### config.mk
export PLATFORM = sky130hd
export DESIGN_NAME = vmes_isqrt
export DESIGN_NICKNAME = d
export VERILOG_FILES = /design/src/rtl/vmes_pkg.sv /design/src/rtl/vmes_isqrt.sv
export SDC_FILE = /design/constraint.sdc
export NUM_CORES = 2
export LEC_CHECK = 0
export BUFFER_PORTS_ARGS = -buffer_cell sky130_fd_sc_hd__buf_2
export CORE_UTILIZATION = 59
export CTS_BUF_LIST = sky130_fd_sc_hd__clkbuf_4 sky130_fd_sc_hd__clkbuf_8
export DETAILED_ROUTE_END_ITERATION = 8
export PLACE_DENSITY = 0.75
export SYNTH_ARGS = -nofsm -noshare
export SYNTH_HDL_FRONTEND = slang
export SYNTH_SLANG_ARGS = --single-unit
### constraint.sdc
create_clock -name clk_i -period 4.82 [get_ports clk_i]
set_clock_uncertainty 0.2 [all_clocks]
set_input_delay 1.446 -clock clk_i [delete_from_list [all_inputs] [get_ports clk_i]]
set_output_delay 1.446 -clock clk_i [all_outputs]
set_load 0.005 [all_outputs]
### src/rtl/vmes_pkg.sv
// Shared widths, mode codes and sideband type for the von Mises stress pipeline.
package vmes_pkg;

  localparam int Q_W    = 32;
  localparam int MAG_W  = Q_W + 1;
  localparam int SQ_W   = 2 * Q_W + 1;
  localparam int SUM_W  = SQ_W + 2;
  localparam int TOT_W  = SUM_W + 1;
  localparam int RAD_W  = 2 * Q_W - 2;
  localparam int ROOT_W = RAD_W / 2;
  localparam int LANES  = 6;

  localparam logic [1:0] DIM_1D = 2'd0;
  localparam logic [1:0] DIM_2D = 2'd1;
  localparam logic [1:0] DIM_3D = 2'd2;

  localparam logic [Q_W-1:0] MAX_Q = {1'b0, {(Q_W-1){1'b1}}};

  typedef struct packed {
    logic           bypass;
    logic           sat;
    logic [Q_W-1:0] value;
  } vmes_side_t;

  function automatic logic [MAG_W-1:0] abs_mag(input logic signed [MAG_W-1:0] v);
    logic [MAG_W-1:0] r;
    r = v[MAG_W-1] ? MAG_W'(-v) : MAG_W'(v);
    return r;
  endfunction

endpackage

### src/rtl/vmes_isqrt.sv
// Pipelined floor square root, one result bit per stage, with sideband and final select.
module vmes_isqrt
  import vmes_pkg::*;
(
  input  logic             clk_i,
  input  logic             rst_ni,
  input  logic             en_i,
  input  logic             valid_i,
  input  logic [RAD_W-1:0] rad_i,
  input  vmes_side_t       side_i,
  output logic             valid_o,
  output logic [Q_W-1:0]   result_o,
  output logic             sat_o
);

  logic              vld_in  [ROOT_W];
  logic [RAD_W-1:0]  rem_in  [ROOT_W];
  logic [ROOT_W-1:0] root_in [ROOT_W];
  vmes_side_t        side_in [ROOT_W];
  logic [RAD_W-1:0]  rem_d   [ROOT_W];
  logic [ROOT_W-1:0] root_d  [ROOT_W];

  logic              vld_q  [ROOT_W-1];
  logic [RAD_W-1:0]  rem_q  [ROOT_W-1];
  logic [ROOT_W-1:0] root_q [ROOT_W-1];
  vmes_side_t        side_q [ROOT_W-1];

  logic              out_valid_q;
  logic [Q_W-1:0]    out_value_q;
  logic              out_sat_q;

  assign vld_in[0]  = valid_i;
  assign rem_in[0]  = rad_i;
  assign root_in[0] = '0;
  assign side_in[0] = side_i;

  for (genvar j = 0; j < ROOT_W; j++) begin : g_step
    localparam int K = ROOT_W - 1 - j;
    logic [RAD_W:0] trial;
    logic           ge;

    if (j > 0) begin : g_link
      assign vld_in[j]  = vld_q[j-1];
      assign rem_in[j]  = rem_q[j-1];
      assign root_in[j] = root_q[j-1];
      assign side_in[j] = side_q[j-1];
    end

    assign trial = ((RAD_W+1)'(root_in[j]) << (K + 1)) | ((RAD_W+1)'(1) << (2 * K));
    assign ge    = {1'b0, rem_in[j]} >= trial;
    assign rem_d[j]  = ge ? RAD_W'({1'b0, rem_in[j]} - trial) : rem_in[j];
    assign root_d[j] = root_in[j] | (ROOT_W'(ge) << K);

    if (j < ROOT_W - 1) begin : g_reg
      always_ff @(posedge clk_i or negedge rst_ni) begin
        if (!rst_ni) begin
          vld_q[j] <= 1'b0;
        end else if (en_i) begin
          vld_q[j] <= vld_in[j];
        end
      end

      always_ff @(posedge clk_i) begin
        if (en_i) begin
          rem_q[j]  <= rem_d[j];
          root_q[j] <= root_d[j];
          side_q[j] <= side_in[j];
        end
      end
    end
  end

  always_ff @(posedge clk_i or negedge rst_ni) begin
    if (!rst_ni) begin
      out_valid_q <= 1'b0;
    end else if (en_i) begin
      out_valid_q <= vld_in[ROOT_W-1];
    end
  end

  always_ff @(posedge clk_i) begin
    if (en_i) begin
      out_value_q <= (side_in[ROOT_W-1].bypass || side_in[ROOT_W-1].sat) ?
                     side_in[ROOT_W-1].value : Q_W'(root_d[ROOT_W-1]);
      out_sat_q   <= side_in[ROOT_W-1].sat;
    end
  end

  assign valid_o  = out_valid_q;
  assign result_o = out_value_q;
  assign sat_o    = out_sat_q;

endmodule
* Word-level counts from Yosys, hierarchy flattened
Memories as Yosys holds them, arrays and structs flattened. Cells that the tools add are included. Widths: inputs -> output; s select.
Storage, ports and cells: output and inout port bits 34, memory bits (writable) 3810, flip-flop bits (word level) 64, word-level logic and storage cells 162, memories kept 3, bits of input ports 100
Memories:
- rem_q | depth 30, bits a word 62, rd ports 30, clocked after memory_dff 0, write ports 30, line vmes_isqrt.sv:24 | logic [RAD_W-1:0] rem_q [ROOT_W-1];
- side_q | depth 30, bits a word 34, rd ports 30, clocked after memory_dff 0, write ports 30, line vmes_isqrt.sv:26 | vmes_side_t side_q [ROOT_W-1];
- root_q | depth 30, bits a word 31, rd ports 30, clocked after memory_dff 0, write ports 30, line vmes_isqrt.sv:25 | logic [ROOT_W-1:0] root_q [ROOT_W-1];
Operators by class: reductions and logical operators 1, bitwise logic cells 30, order comparisons 31, add/sub/neg operators 30, mux-type cells 33
Operator list (number):
- $mux 62 | 30
- $ge 62x32->1 | 1
- $ge 62x33->1 | 1
- $ge 62x34->1 | 1
- $ge 62x35->1 | 1
- $ge 62x36->1 | 1
- $ge 62x37->1 | 1
- $ge 62x38->1 | 1
- $ge 62x39->1 | 1
- $ge 62x40->1 | 1
- $ge 62x41->1 | 1
- $ge 62x42->1 | 1
- $ge 62x43->1 | 1
- $ge 62x44->1 | 1
- $ge 62x45->1 | 1
- $ge 62x46->1 | 1
- $ge 62x47->1 | 1
- $ge 62x48->1 | 1
- $ge 62x49->1 | 1
- $ge 62x50->1 | 1
- $ge 62x51->1 | 1
- $ge 62x52->1 | 1
- $ge 62x53->1 | 1
- $ge 62x54->1 | 1
- 71 further kinds | 72

* Depth between registers and ports, before layout
An unclocked memory read counts as a cell.
word-level depth 4, mapped depth 15, mapped depth without buffers 13

* Least setup slack after synthesis
No wires, ideal clock.
path type register to register, from mem rem_q[14][27] in the netlist's numbering, to mem rem_q[14][105] in the netlist's numbering, data pin, setup time 259 ps, data arrival time 3321 ps, slack 1040 ps, data required time 4361 ps, cell stages (with the launch flop) 13, clock period less this slack 3780 ps, path buffers 2, cells stage by stage edfxtp_1 -> ha_1 -> clkbuf_1 -> nand2_1 -> nor2_1 -> and2_1 -> or4b_1 -> o21a_4 -> or3_4 -> or3_1 -> buf_6 -> or4_4 -> xnor2_2
RTL lines (line):
- from (decl) | vmes_isqrt.sv:24

==> results.tsv <==
stage	metric	value	unit
power	vdd_drop_max	0.000310	V
critical_path	cpPeakStageDelay	0.64	ns
logic_synthesis	synthArstFlopShare	0.909	%
drt	drcViolationCount	0	
logic_synthesis	yosysWarnings	0	
logic_synthesis	synthesis.nets	10600	
critical_path	critical_path.cell_chain	inv_1 > ha_1 > nand4_1 > or4_1 > nor4_2 > nand4_1 > and3_1 > a21boi_4 > a2111oi_4 > nand2_1 > nor4_1 > xor2_1	
logic_synthesis	netlist_area	0.145	mm2
sta	tns	0	ns
logic_synthesis	synth_top_family_by_area	simple AND/OR/NAND/NOR gates	
sta	period_needed	4.57	ns
placement	portBuffers	133	
critical_path	setup.worst_path.class	flop to flop	
hold_path	hp-class	flop to flop	
logic_synthesis	ys_types	101	
placement	hpwl	219000	um
logic_synthesis	synthCells	10000	
logic_synthesis	synth_xor_area_share	5.00	%
run	max-cap-violations	0	
floorplan	ios	134	
floorplan	die_h	497	um
cts	cts_buffer_depth	4	
power	powerDensity	472	mW/mm2
grt	grt_pass1_vias	82400	
drt	drt_first_pass_iters	6	
critical_path	cp-end-kind	flop	
critical_path	crit_required	5.34	ns
sta	fin_ws	0.251	ns
logic_synthesis	muxShareOfSynthArea	1.18	%
grt	antenna_found_initial	15	
logic_synthesis	synth_compound_area_share	7.09	%
cts	cts.hold.buffers_added	0	
logic_synthesis	synth_edf_count	3378	
critical_path	critPathArrivalTime	5.09	ns
cts	cts-htree-levels	6	
cts	cts_tree	done	
logic_synthesis	avgSynthCellArea	14.4	um2
cts	cts.sinks	3409	
critical_path	crit_slowest_cell	or4_1	
critical_path	crit_buf_inv	1	
cts	clockRootBuffer	clkbuf_8	
cts	clkTransAtPathRegs	0.06	ns
floorplan	rows	181	
sta	worstMarginPinSlew	1.24	ns
final_layout	fill_cells	16800	
drt	drt_iter0_drc	7176	
placement	gp_congestion	0.953	
logic_synthesis	synthFlopType	edfxtp_1	
critical_path	path_max_fanout	7	
critical_path	cp-start-kind	flop	
sta	hold_violations	0	
status	outcome	completed	
drt	vias	83000	
sta	fmaxAchievable	219	MHz
drt	wl_per_cell	21.2	um
power	leakagePower	59.8	nW
cts	clk_latency	1.07	ns
final_layout	drive_above_1_share	12.2	%
logic_synthesis	synthSimpleGateAreaFrac	9.38	%
sta	period_share	94.8	%
logic_synthesis	ys_seq_elements	3409	
sta	maxSlewViolCount	0	
floorplan	die_w	497	um
floorplan	dieArea	0.247	mm2
sta	rsz0062_at_grt	false	
drt	drt_wl_total	302000	um
final_layout	syn_to_final_growth	11.3	%
drt	ant_nets	0	
critical_path	critPathTopFamily	simple AND/OR/NAND/NOR gates	
grt	grt_usage	24.2	%
logic_synthesis	yosysSeqAreaShare	70.7	%
placement	dpl_worst_slack	0.167	ns
final_layout	fin_nets	11300	
floorplan	core_area	0.243	mm2
cts	numCtsBuffers	552	
drt	avgViaCountPerCell	5.81	
critical_path	cp_common_cell	nand4_1	
floorplan	start_util	59.4	%
grt	grt_max_degree	133	
sta	relSlewSlack	16.5	%
grt	grt_pass1_wl	463000	um
grt	grt_overflow_total	0	
sta	setup_viol	0	
logic_synthesis	synth_fa_ha_area_share	4.54	%
[cell type report]
type | instances | area, um2 | area share (%)
sequential | 3409 | 102000 | 63.5
tap | 3202 | 4010 | 2.49
timing repair buffer | 300 | 2400 | 1.49
clock buffer | 721 | 8910 | 5.53
clock inverter | 213 | 1630 | 1.01
multi-input combinational | 5792 | 39400 | 24.5
antenna | 5 | 12.5 | 0.00777
inverter | 639 | 2400 | 1.49
[flip-flops by register name (all words and copies together), names as in the netlist]
register,count
rem_q,1860
side_q,1020
root_q,465
result_o,32
vld_in,30
sat_o,1
valid_o,1
[power by group]
group,internal (mW),leakage [nW],switching [mW]
clock network,13.2,5.54,11.0
registers,36.8,33.1,2.32
logic,5.17,21.2,7.64
[kinds of logic (layout without fill, tap and decap cells)]
logic type	after synthesis	count (layout)
flops	3409	3409
simple gates	2635	2635
compound gates	1655	1655
xor+xnor	825	825
buf+inv	815	1873
fa+ha+maj	525	525
mux	152	152
other cells	0	5
[stage by stage]
| step | hold slack, ns | area, um2 | cells | utilization (%) | total power, mW |
|---|---|---|---|---|---|
| 6_report | 0.136 | 161000 | 14300 | 66.1 | 76.0 |
| 5_1_grt | 0.150 | 161000 | 14300 | 66.1 | 79.5 |
| 4_1_cts | 0.0774 | 161000 | 14300 | 66.1 | 76.5 |
| 3_5_place_dp | 0.205 | 150000 | 13300 | 61.8 | 52.2 |
| 3_3_place_gp | 0.200 | 150000 | 13300 | 61.8 | 51.9 |
| 2_1_floorplan | 0.200 | 145000 | 10000 | - | 47.6 |
[cells in the mapped netlist (40+ instances only)]
cell type  number  area, um2
nand2b_1       96        601
inv_1         635       2380
nand3_1       157        786
xor2_1        428       3750
nor4b_1        40        350
a21oi_1       544       2720
ha_1          525       6570
o31ai_1        41        308
nor2b_1        72        450
clkbuf_1      142        533
nand2_1       566       2120
o21a_1         77        578
xnor2_1       396       3470
nor3_1        251       1260
nor4_1        319       2000
a21o_1        195       1460
a211oi_1       48        360
or4_1          58        435
mux2_2        141       1590
edfxtp_1     3378     101000
nand4_1       162       1010
o21bai_1       54        405
nor2_1        602       2260
o21ai_0       428       2140
or3_1          88        551
[layer usage]
metal / GRT usage [%] / vias up / share of wire (%)
met3: 4.06 / 648 / 5.7
met2: 40.6 / 2642 / 49
met4: 10.3 / 0 / 4.0
li1: - / 39300 / -
met1: 31.3 / 40400 / 41
met5: 0 / - / 0
[final timing paths]
path / startpoint / end / slack, ns / depth (start not counted)
worst min register to register: side_q[13][10] / side_q[13][44] / 0.14 / 0
worst max register to register: root_q[23][27] / rem_q[12][51] / 0.25 / 12
max in group asynchronous: rst_ni / vld_in[16] / 3.80 / 1
min in group asynchronous: rst_ni / valid_o / 0.19 / 1
worst min-delay path: side_q[13][10] / side_q[13][44] / 0.14 / 0
worst max-delay path: root_q[23][27] / rem_q[12][51] / 0.25 / 12
[cell usage in the layout (no fill, tap or decap), types with 54 or more instances in the layout]
cell type	Yosys	layout
nand2_1	566	566
clkbuf_8	0	559
a21oi_1	544	543
nor2b_1	72	72
edfxtp_1	3378	3378
o21ai_0	428	428
clkbuf_4	0	162
inv_1	635	635
xnor2_1	396	396
nand4_1	162	162
nand3_1	157	157
ha_1	525	524
nor2_1	602	601
nor3_1	251	251
nand2b_1	96	96
o21a_1	77	77
a21o_1	195	195
xor2_1	428	428
nor4_1	319	316
or4_1	58	58
or3_1	88	88
clkinv_1	1	107
o21bai_1	54	54
buf_4	1	130
buf_2	9	132
mux2_2	141	141
[timing repair]
item,4_1_cts,5_1_grt
setup buffers,0,0
endpoints found under the setup margin,0,15
resized for setup,0,5
Power figures use the tool's default switching activity.
